===== src/rtl/button_gesture_detector_defines.svh =====
// Assertion macros shared by the gesture detector top level and core.
`ifndef BUTTON_GESTURE_DETECTOR_DEFINES_SVH
`define BUTTON_GESTURE_DETECTOR_DEFINES_SVH

// Concurrent property, checked on every rising clock edge outside reset.
`define BGD_ASSERT(lbl, prop, msg) \
    lbl: assert property (@(posedge clk) disable iff (!rst_n) prop) \
        else $error(msg);

// Antecedent this cycle, consequent on the next edge.
`define BGD_ASSERT_NEXT(lbl, ante, cons, msg) \
    lbl: assert property (@(posedge clk) disable iff (!rst_n) (ante) |=> (cons)) \
        else $error(msg);

`endif


===== src/rtl/bgd_pkg.sv =====
// Shared types, event codes and configuration defaults for the gesture detector.
package bgd_pkg;

    localparam int TIME_BITS_DEF  = 32;
    localparam int COUNT_BITS_DEF = 16;
    localparam int NOW_W          = 32;
    localparam int CFG_W          = 16;
    localparam int CFG_IDX_W      = 2;
    localparam int EVENT_W        = 3;

    localparam logic [CFG_W-1:0] WINDOW_RST = 16'd500;
    localparam logic [CFG_W-1:0] DELAY_RST  = 16'd1000;
    localparam logic [CFG_W-1:0] PERIOD_RST = 16'd250;

    typedef enum logic [EVENT_W-1:0] {
        EV_NONE   = 3'd0,
        EV_CLICK  = 3'd1,
        EV_DOUBLE = 3'd2,
        EV_LONG   = 3'd3,
        EV_REPEAT = 3'd4
    } event_t;

    typedef enum logic [CFG_IDX_W-1:0] {
        REG_WINDOW = 2'd0,
        REG_DELAY  = 2'd1,
        REG_PERIOD = 2'd2
    } cfg_idx_t;

    typedef struct packed {
        logic [CFG_W-1:0] window;
        logic [CFG_W-1:0] delay;
        logic [CFG_W-1:0] period;
    } cfg_t;

endpackage


===== src/rtl/button_gesture_detector.sv =====
// Top level: request input register, gesture core, result register and config port.
// One key poll (level and millisecond time) goes in per request and exactly one event
// comes out per poll: 0 none, 1 click, 2 double click, 3 long press, 4 repeat press.
// Polls are accepted every cycle when the result side keeps up; a poll's event is
// written to the result register when the held poll is processed, which waits while
// an earlier event in the result register is not taken. The rate is set by the gesture
// state update, a loop through the time difference, the count-times-period multiply
// and the compare. The result register lets a new poll in while the previous event
// waits to be taken. Configuration writes are always ready and take effect on the next
// edge; indexes beyond the register list are ignored.
module button_gesture_detector #(
    parameter int TIME_BITS  = bgd_pkg::TIME_BITS_DEF,
    parameter int COUNT_BITS = bgd_pkg::COUNT_BITS_DEF
) (
    input  logic                            clk,
    input  logic                            rst_n,
    input  logic                            key_valid,
    output logic                            key_ready,
    input  logic                            pressed,
    input  logic [bgd_pkg::NOW_W-1:0]       now_ms,
    output logic                            evt_valid,
    input  logic                            evt_ready,
    output logic [bgd_pkg::EVENT_W-1:0]     event_res,
    input  logic                            cfg_valid,
    output logic                            cfg_ready,
    input  logic [bgd_pkg::CFG_IDX_W-1:0]   cfg_index,
    input  logic [bgd_pkg::CFG_W-1:0]       cfg_data
);
    import bgd_pkg::*;

    logic                 s1_valid_reg;
    logic                 s1_pressed_reg;
    logic [TIME_BITS-1:0] s1_now_reg;
    logic                 evt_valid_reg;
    logic [EVENT_W-1:0]   evt_reg;
    logic                 step;
    cfg_t                 cfg;
    event_t               ev;

    assign cfg_ready = 1'b1;
    assign step      = s1_valid_reg && (!evt_valid_reg || evt_ready);
    assign key_ready = !s1_valid_reg || step;

    bgd_cfg_regs u_cfg (
        .clk      (clk),
        .rst_n    (rst_n),
        .wr_en    (cfg_valid && cfg_ready),
        .wr_index (cfg_index),
        .wr_data  (cfg_data),
        .cfg      (cfg)
    );

    bgd_core #(
        .TIME_BITS  (TIME_BITS),
        .COUNT_BITS (COUNT_BITS)
    ) u_core (
        .clk     (clk),
        .rst_n   (rst_n),
        .step    (step),
        .pressed (s1_pressed_reg),
        .now     (s1_now_reg),
        .cfg     (cfg),
        .ev      (ev)
    );

    always_ff @(posedge clk or negedge rst_n)
    begin
        if (!rst_n)
        begin
            s1_valid_reg  <= 1'b0;
            evt_valid_reg <= 1'b0;
        end
        else
        begin
            if (key_ready)
                s1_valid_reg <= key_valid;
            if (step)
                evt_valid_reg <= 1'b1;
            else if (evt_ready)
                evt_valid_reg <= 1'b0;
        end
    end

    always_ff @(posedge clk)
    begin
        if (key_valid && key_ready)
        begin
            s1_pressed_reg <= pressed;
            // time is kept modulo 2^TIME_BITS
            s1_now_reg     <= TIME_BITS'(now_ms);
        end
        if (step)
            evt_reg <= EVENT_W'(ev);
    end

    assign evt_valid = evt_valid_reg;
    assign event_res = evt_reg;

`include "button_gesture_detector_defines.svh"

    `BGD_ASSERT(a_full_stall_blocks, (s1_valid_reg && !step) |-> !key_ready,
                "input taken while stage full")
    `BGD_ASSERT_NEXT(a_step_fills_out, step, evt_valid_reg,
                     "processed poll produced no event")
    `BGD_ASSERT_NEXT(a_stage_holds, s1_valid_reg && !step,
                     s1_valid_reg && $stable(s1_now_reg) && $stable(s1_pressed_reg),
                     "held poll changed")

endmodule


===== src/rtl/bgd_cfg_regs.sv =====
// Configuration register file: double-click window, long-press delay, repeat period.
module bgd_cfg_regs (
    input  logic                           clk,
    input  logic                           rst_n,
    input  logic                           wr_en,
    input  logic [bgd_pkg::CFG_IDX_W-1:0]  wr_index,
    input  logic [bgd_pkg::CFG_W-1:0]      wr_data,
    output bgd_pkg::cfg_t                  cfg
);
    import bgd_pkg::*;

    cfg_t cfg_reg;

    always_ff @(posedge clk or negedge rst_n)
    begin
        if (!rst_n)
        begin
            cfg_reg.window <= WINDOW_RST;
            cfg_reg.delay  <= DELAY_RST;
            cfg_reg.period <= PERIOD_RST;
        end
        else if (wr_en)
        begin
            // unlisted index: request is taken and dropped
            unique case (wr_index)
                REG_WINDOW: cfg_reg.window <= wr_data;
                REG_DELAY:  cfg_reg.delay  <= wr_data;
                REG_PERIOD: cfg_reg.period <= wr_data;
                default:    ;
            endcase
        end
    end

    assign cfg = cfg_reg;

endmodule


===== src/rtl/bgd_core.sv =====
// Gesture state and per-poll event decision, updated once per processed request.
module bgd_core #(
    parameter int TIME_BITS  = bgd_pkg::TIME_BITS_DEF,
    parameter int COUNT_BITS = bgd_pkg::COUNT_BITS_DEF
) (
    input  logic                 clk,
    input  logic                 rst_n,
    input  logic                 step,
    input  logic                 pressed,
    input  logic [TIME_BITS-1:0] now,
    input  bgd_pkg::cfg_t        cfg,
    output bgd_pkg::event_t      ev
);
    import bgd_pkg::*;

    localparam int NEED_W = COUNT_BITS + CFG_W;
    localparam int CMP_W  = (TIME_BITS > NEED_W) ? TIME_BITS : NEED_W;
    localparam logic [COUNT_BITS-1:0] COUNT_MAX = '1;

    logic                  was_down_reg, was_down_next;
    logic                  double_seen_reg, double_seen_next;
    logic                  touch_valid_reg, touch_valid_next;
    logic [TIME_BITS-1:0]  touch_stamp_reg, touch_stamp_next;
    logic [COUNT_BITS-1:0] fire_count_reg, fire_count_next;

    logic [TIME_BITS-1:0]  elapsed;
    logic [TIME_BITS-1:0]  delay_ext;
    logic [TIME_BITS-1:0]  since;
    logic [NEED_W-1:0]     need;
    logic                  double_hit;
    logic                  long_hit;
    logic                  repeat_hit;
    event_t                ev_next;

    // all differences wrap at the time width
    assign elapsed    = now - touch_stamp_reg;
    assign delay_ext  = TIME_BITS'(cfg.delay);
    assign since      = elapsed - delay_ext;
    assign need       = NEED_W'(fire_count_reg) * NEED_W'(cfg.period);
    assign double_hit = touch_valid_reg && (elapsed < TIME_BITS'(cfg.window));
    assign long_hit   = elapsed >= delay_ext;
    assign repeat_hit = (CMP_W'(need) <= CMP_W'(since)) && (fire_count_reg != COUNT_MAX);

    always_comb
    begin
        was_down_next    = was_down_reg;
        double_seen_next = double_seen_reg;
        touch_valid_next = touch_valid_reg;
        touch_stamp_next = touch_stamp_reg;
        fire_count_next  = fire_count_reg;
        ev_next          = EV_NONE;
        priority if (!pressed && !was_down_reg)
        begin
            double_seen_next = 1'b0;
            fire_count_next  = '0;
        end
        else if (pressed && !was_down_reg)
        begin
            was_down_next = 1'b1;
            if (double_hit)
            begin
                // keeps the recorded touch and the old count
                double_seen_next = 1'b1;
                ev_next          = EV_DOUBLE;
            end
            else
            begin
                touch_stamp_next = now;
                touch_valid_next = 1'b1;
                double_seen_next = 1'b0;
                fire_count_next  = '0;
            end
        end
        else if (!pressed)
        begin
            was_down_next = 1'b0;
            if (!double_seen_reg && (fire_count_reg == '0))
                ev_next = EV_CLICK;
        end
        else if (fire_count_reg == '0)
        begin
            if (long_hit)
            begin
                fire_count_next = COUNT_BITS'(1);
                ev_next         = EV_LONG;
            end
        end
        else
        begin
            if (repeat_hit)
            begin
                fire_count_next = fire_count_reg + COUNT_BITS'(1);
                ev_next         = EV_REPEAT;
            end
        end
    end

    always_ff @(posedge clk or negedge rst_n)
    begin
        if (!rst_n)
        begin
            was_down_reg    <= 1'b0;
            double_seen_reg <= 1'b0;
            touch_valid_reg <= 1'b0;
            touch_stamp_reg <= '0;
            fire_count_reg  <= '0;
        end
        else if (step)
        begin
            was_down_reg    <= was_down_next;
            double_seen_reg <= double_seen_next;
            touch_valid_reg <= touch_valid_next;
            touch_stamp_reg <= touch_stamp_next;
            fire_count_reg  <= fire_count_next;
        end
    end

    assign ev = ev_next;

`include "button_gesture_detector_defines.svh"

    `BGD_ASSERT(a_double_needs_touch, double_seen_reg |-> touch_valid_reg, "double flag without touch")
    `BGD_ASSERT_NEXT(a_long_sets_one, step && (ev_next == EV_LONG), fire_count_reg == COUNT_BITS'(1), "long press did not set count to one")
    `BGD_ASSERT_NEXT(a_repeat_counts, step && (ev_next == EV_REPEAT), fire_count_reg == $past(fire_count_reg) + COUNT_BITS'(1), "repeat did not advance count")

endmodule

===== config.mk =====
export PLATFORM = sky130hd
export DESIGN_NAME = button_gesture_detector
export DESIGN_NICKNAME = d
export VERILOG_FILES = /design/src/rtl/bgd_pkg.sv /design/src/rtl/button_gesture_detector.sv /design/src/rtl/bgd_cfg_regs.sv /design/src/rtl/bgd_core.sv
export VERILOG_INCLUDE_DIRS = /design/src /design/src/rtl
export SDC_FILE = /design/constraint.sdc
export NUM_CORES = 1
export LEC_CHECK = 0
export BUFFER_PORTS_ARGS = -buffer_cell sky130_fd_sc_hd__buf_2
export CORE_MARGIN = 3
export CORE_UTILIZATION = 35
export CTS_BUF_LIST = sky130_fd_sc_hd__clkbuf_4 sky130_fd_sc_hd__clkbuf_8 sky130_fd_sc_hd__clkbuf_16
export DETAILED_ROUTE_END_ITERATION = 10
export PLACE_DENSITY = 0.59
export SYNTH_ARGS = -nofsm -noshare
export SYNTH_HDL_FRONTEND = slang
export SYNTH_SLANG_ARGS = --single-unit

===== constraint.sdc =====
create_clock -name clk -period 17.9 [get_ports clk]
set_clock_uncertainty 0.05 [all_clocks]
set_input_delay 3.58 -clock clk [delete_from_list [all_inputs] [get_ports clk]]
set_output_delay 3.58 -clock clk [all_outputs]
set_load 0.05 [all_outputs]

### After elaboration in Yosys (flattened, before gate mapping)

Cells that the tools add are included.

| operators by class | value |
|---|---|
| divide/modulo/power cells | 0 |
| bitwise operators | 2 |
| shift-type cells | 0 |
| $add $sub $neg | 3 |
| muxes and demuxes | 21 |
| equality and inequality tests | 6 |
| reduce and logical (&&, ||, !) cells | 27 |
| $mul | 1 |
| $lt $le $gt $ge | 3 |

Operators by type and width:

| cell | number |
|---|---|
| 2-to-1 mux 16 bit | 7 |
| >= comparator 32 x 16 -> 1 bit | 1 |
| less-or-equal comparator 32 bit | 1 |
| less-than comparator 32 x 16 -> 1 bit | 1 |
| multiplier 16 x 16 -> 32 bit | 1 |
| subtractor 32 x 16 -> 32 bit | 1 |
| subtractor 32 bit | 1 |
| adder 16 x 1 -> 16 bit, second input constant | 1 |
| logical NOT 16 bit | 1 |
| != test 16 bit, second input constant | 1 |
| 2-to-1 mux 3 bit | 4 |
| 2-to-1 mux 1 bit | 8 |
| AND reduction 2 bit | 4 |
| logical AND 1 bit | 7 |
| logical NOT 1 bit | 5 |
| AND reduction 5 bit | 1 |
| 2-to-1 mux 2 bit | 2 |
| != test 4 x 1 -> 1 bit, second input constant | 1 |
| AND reduction 4 bit | 1 |
| nonzero test 2 bit | 2 |
| nonzero test 4 bit | 1 |
| != test 3 bit, second input constant | 1 |
| AND reduction 3 bit | 1 |
| nonzero test 3 bit | 1 |
| 6 further kinds | 8 |

| storage, ports and cells | value |
|---|---|
| memory bits (read-only) | 0 |
| latch bits | 0 |
| bits in writable memories | 0 |
| memories kept | 0 |
| word-level logic and storage cells | 76 |
| output and inout port bits | 6 |
| input port bits | 56 |
| register bits | 137 |

### Longest topological paths before layout

| depth | value |
|---|---|
| depth after elaboration | 9 |
| mapped depth | 36 |
| mapped depth without buffers | 34 |

### By module

A second synthesis with hierarchy kept.

| second synthesis, totals | value |
|---|---|
| cell total of the unflattened synthesis | 1936 |
| area, all modules | 18230.0 um^2 |

Modules (own cells, without submodules):

| module | cells each | area an instance (um^2) | sequential area each (um^2) | instances |
|---|---|---|---|---|
| bgd_core | 1788 | 15195.8 | 1276.2 | 1 |
| bgd_cfg_regs | 102 | 1838.0 | 1223.7 | 1 |
| button_gesture_detector | 46 | 1196.1 | 1131.1 | 1 |

### Worst setup path after synthesis

No wires, ideal clock.

| timing | value |
|---|---|
| path kind | reg2reg |
| from | reg u_core.fire_count_reg[11] |
| to | reg u_core.fire_count_reg[12] |
| cell stages (with the launch flop) | 34 |
| clock period less this slack | 8251 ps |
| setup time | 87 ps |
| data required time | 17763 ps |
| path slack | 9649 ps |
| buffers on the path | 2 |
| data arrival time | 8114 ps |
| path through | dfrtp_1 clkbuf_1 clkbuf_1 nand2_1 fa_1 fa_1 inv_1 fa_1 fa_1 fa_1 inv_1 fa_1 inv_1 ha_1 a21oi_1 o21ai_0 or3_1 o211ai_1 a21oi_1 or3_1 a31oi_1 nor2_1 a311oi_1 xnor2_1 ha_1 nand4_1 nor2_1 and3_1 nand4_1 nor2_1 a21oi_1 nor3_1 o211ai_1 a22oi_1 |

| between the ends | value |
|---|---|
| longest elaborated chain between the ends | 6 |
| elaborated cells between the ends (all ways) | 14 |
| classes of those cells | 1 x add/sub; 1 x mul; 1 x order compare; 2 x eq/ne; 5 x mux; 4 x reduce/logical |

RTL lines:

| element | line | text |
|---|---|---|
| from (decl) | bgd_core.sv:24 | `logic [COUNT_BITS-1:0] fire_count_reg, fire_count_next;` |
| from (signal assigned) | bgd_core.sv:114 | `fire_count_reg <= fire_count_next;` |
| branches (longest 6 deep; another with multiplier 16 x 16 -> 32 bit) | n/a |  |

Several ways; the timed one is not identified. The select of a mux whose other input is x is not followed.
A chain may end at the register's enable or synchronous reset.

### Worst setup path in the final report

| timing | value |
|---|---|
| from | reg u_core.fire_count_reg[9] |
| to | reg u_core.fire_count_reg[12] |

Same word-level chain as after synthesis.

==> run metrics <==
max reg flops=between 40 and 50; total setup buffers inserted after CTS=0; Syn Nets=between 2,000 and 2,500; HP Class=flip-flop to flip-flop; Most used DFF post-synth=dfrtp_1; startpoint types=flip-flop; setup TNS=0 ns; fraction of layout cells with a size suffix above 1=0.0809; Clock transition at path regs=around 0.07 ns; Die Y=around 230 um; Num CTS Buffers=17; total track usage=0.177; Layout Nets=2,445; later-pin clock latency in the skew report=~0.45 ns; Top delay family on crit path=adder cells; die area=approximately 55,000 um2; Final Hold Violating Endpoints=0; crit path DAT=about 9.8 ns; I/O Buffers=60; Fmax=106 MHz; status=complete, no violations; Area Overhead vs Synth=8.27%; global-route wire length before repair=between 70,000 and 80,000 um; I/O pin count=between 60 and 70; Post-synth EDFFs=36; CP Max Fanout=22; drt total wl=approximately 46,000 um; period utilization=0.529; first-pass iteration count of the detailed router=5; maxcap violations=0; total gr overflow=0; CTS H-tree lvls=4; pin count of the biggest net entering global routing=between 70 and 80; Max-slew headroom=0.257; Die W=234 um; crit path max-delay cell type=dfrtp_1; Seq. cell area=3630 um2; sequential share of the synthesized area=0.200; CTS tree=built; Worst Path Buf+Inv=1; mapped cell area=18,100 um2; Starting Density=0.358; CP Capture Type=flip-flop; FFs w/ async S/R, synth=0.737; Final GP Congestion=0.900; Crit Path Class=flip-flop to flip-flop; count of state elements after synthesis=around 140; hold_buf cts=0; final setup violation count=0; multi-input logic area=~13,000 um2; fillers=approximately 5,100; Syn Area/Cell=just over 9 um2; worst-margin pin slew=about 1.1 ns; vias in the first global route=roughly 15,000; # rows=between 80 and 90; Residual DRC=0; CTS Sinks=137; synth warn=0; hpwl dp=about 37,000 um; RSZ-0062 raised after global routing=no; data required time of the worst path=around 18 ns; ANT nets after route=0; DP Area=19,000 um2; Layout Utilization=0.387; CORE AREA=50,700 um2; via count=roughly 14,000; crit-path most repeated cell=fa_1; ANT cells=0; initial antenna violation count=0; final slew viol count=0; min cycle time layout=about 9.5 ns; Syn Inst Count=1,978; final instance area=a little under 20,000 um2; maximum clock path buffer count=2; post-cts gate resize count=0; CTS Root Cell=clkbuf_16; DR WL/cell=17.1 um; Netlist cell types=a little under 80; Via density=about 5.1; CP peak stage delay=between 0.9 and 1 ns; DR iter-0 viols=between 800 and 900
layer usage:
| layer | global-route usage | vias to the layer above | part of all wire |
|---|---|---|---|
| met5 | 0 | - | 0 |
| met4 | 0.0541 | 0 | 0.024 |
| met3 | 0.0255 | 55 | 0.044 |
| met2 | 0.296 | 332 | 0.48 |
| met1 | 0.236 | 6780 | 0.45 |
| li1 | - | 6579 | - |
placed cells by master (no fill, tap or decap), drive strengths merged, types with 7 or more instances in the layout:
cell,netlist,layout
inv,317,324
nand2,233,233
ha,204,204
fa,196,196
and2,117,117
dfrtp,83,83
o21ai,79,79
a21oi,71,71
nor2,68,68
buf,10,67
mux2,65,65
xnor2,53,53
a21o,47,47
edfxtp,36,36
nor3,25,25
nand3,24,24
xor2,21,21
and3,20,20
nand4,19,19
dfstp,18,18
clkbuf,65,17
nand2b,16,16
nor2b,12,12
o211ai,12,12
a211oi,12,12
o21a,11,11
or3,11,11
a31oi,10,10
o2111ai,10,10
o21bai,9,9
nor4,9,9
a2bb2oi,9,9
o211a,8,8
or4,7,7
cell type report:
cell class,instances,share of cell area
Multi-Input combinational cell,1449,0.662
Sequential cell,137,0.185
Inverter,317,0.0606
Tap cell,672,0.0428
Clock buffer,17,0.0217
Timing Repair Buffer,67,0.0181
Clock inverter,15,0.00956
worst paths after layout:
check / end / cells past startpoint / startpoint / slack (ns)
setup / recovery: u_core.fire_count_reg[12]$_DFFE_PN0P_ / 29 / u_core.fire_count_reg[9]$_DFFE_PN0P_ / 8.43
hold reg to reg: u_core.touch_valid_reg$_DFFE_PN0P_ / 1 / u_core.touch_valid_reg$_DFFE_PN0P_ / 0.42
max in group asynchronous: u_core.fire_count_reg[11]$_DFFE_PN0P_ / 2 / rst_n / 13.47
min in group asynchronous: u_cfg.cfg[35]$_DFFE_PN0P_ / 1 / rst_n / 3.00
setup reg to reg: u_core.fire_count_reg[12]$_DFFE_PN0P_ / 29 / u_core.fire_count_reg[9]$_DFFE_PN0P_ / 8.43
hold / removal: u_core.touch_valid_reg$_DFFE_PN0P_ / 1 / u_core.touch_valid_reg$_DFFE_PN0P_ / 0.42
Yosys cell counts (all sizes together) (3+ instances only):
master     n  area (um2)
o211ai    12        90.1
and2     117         732
a31oi     10        62.6
nor2b     12        75.1
or4        7        60.1
nand3     24         120
nor4       9        56.3
nor2      68         255
edfxtp    36        1080
nor3      25         125
or3       11        68.8
inv      317        1190
fa       196        3920
a22oi      3        22.5
nand3b     5        37.5
ha       204        2550
a221o      3        30.0
o21a      11        82.6
o21bai     9        67.6
a311oi     4        41.3
a211o      6        52.6
a21oi     71         367
nand4     19         119
nand2    233         875
o31a       3        26.3
a2bb2oi    9        78.8
and3      20         125
or2        4        25.0
a21o      47         353
o211a      8        80.1
dfrtp     83        2080
xor2      21         184
a211oi    12        90.1
o22a       5        43.8
o2111ai   10        87.6
xnor2     53         464
clkbuf    65         244
dfstp     18         473
buf       10        71.3
mux2      65         732
nand2b    16         100
o21ai     79         395
metrics by stage:
stage	instances	hold slack [ns]	worst slack [ns]
after global routing	2674	0.444	7.77
after floorplan	1978	0.385	9.65
after detailed placement	2642	0.407	8.56
final	2674	0.419	8.43
after global placement	2642	0.404	8.77
after CTS	2674	0.425	8.52
cell families after synthesis:
group                    Yosys count  synth area share
flip-flops                       137             0.200
buffers and inverters            392            0.0830
adder cells (fa/ha/maj)          400             0.357
XOR/XNOR                          74            0.0358
multiplexers                      67            0.0415
AO/OA/AOI/OAI                    326             0.123
AND/OR/NAND/NOR                  581             0.159
other                              1          0.000207
Power is not shown: default switching activity piles up to over one toggle a cycle in this logic, so the estimate is an artifact.
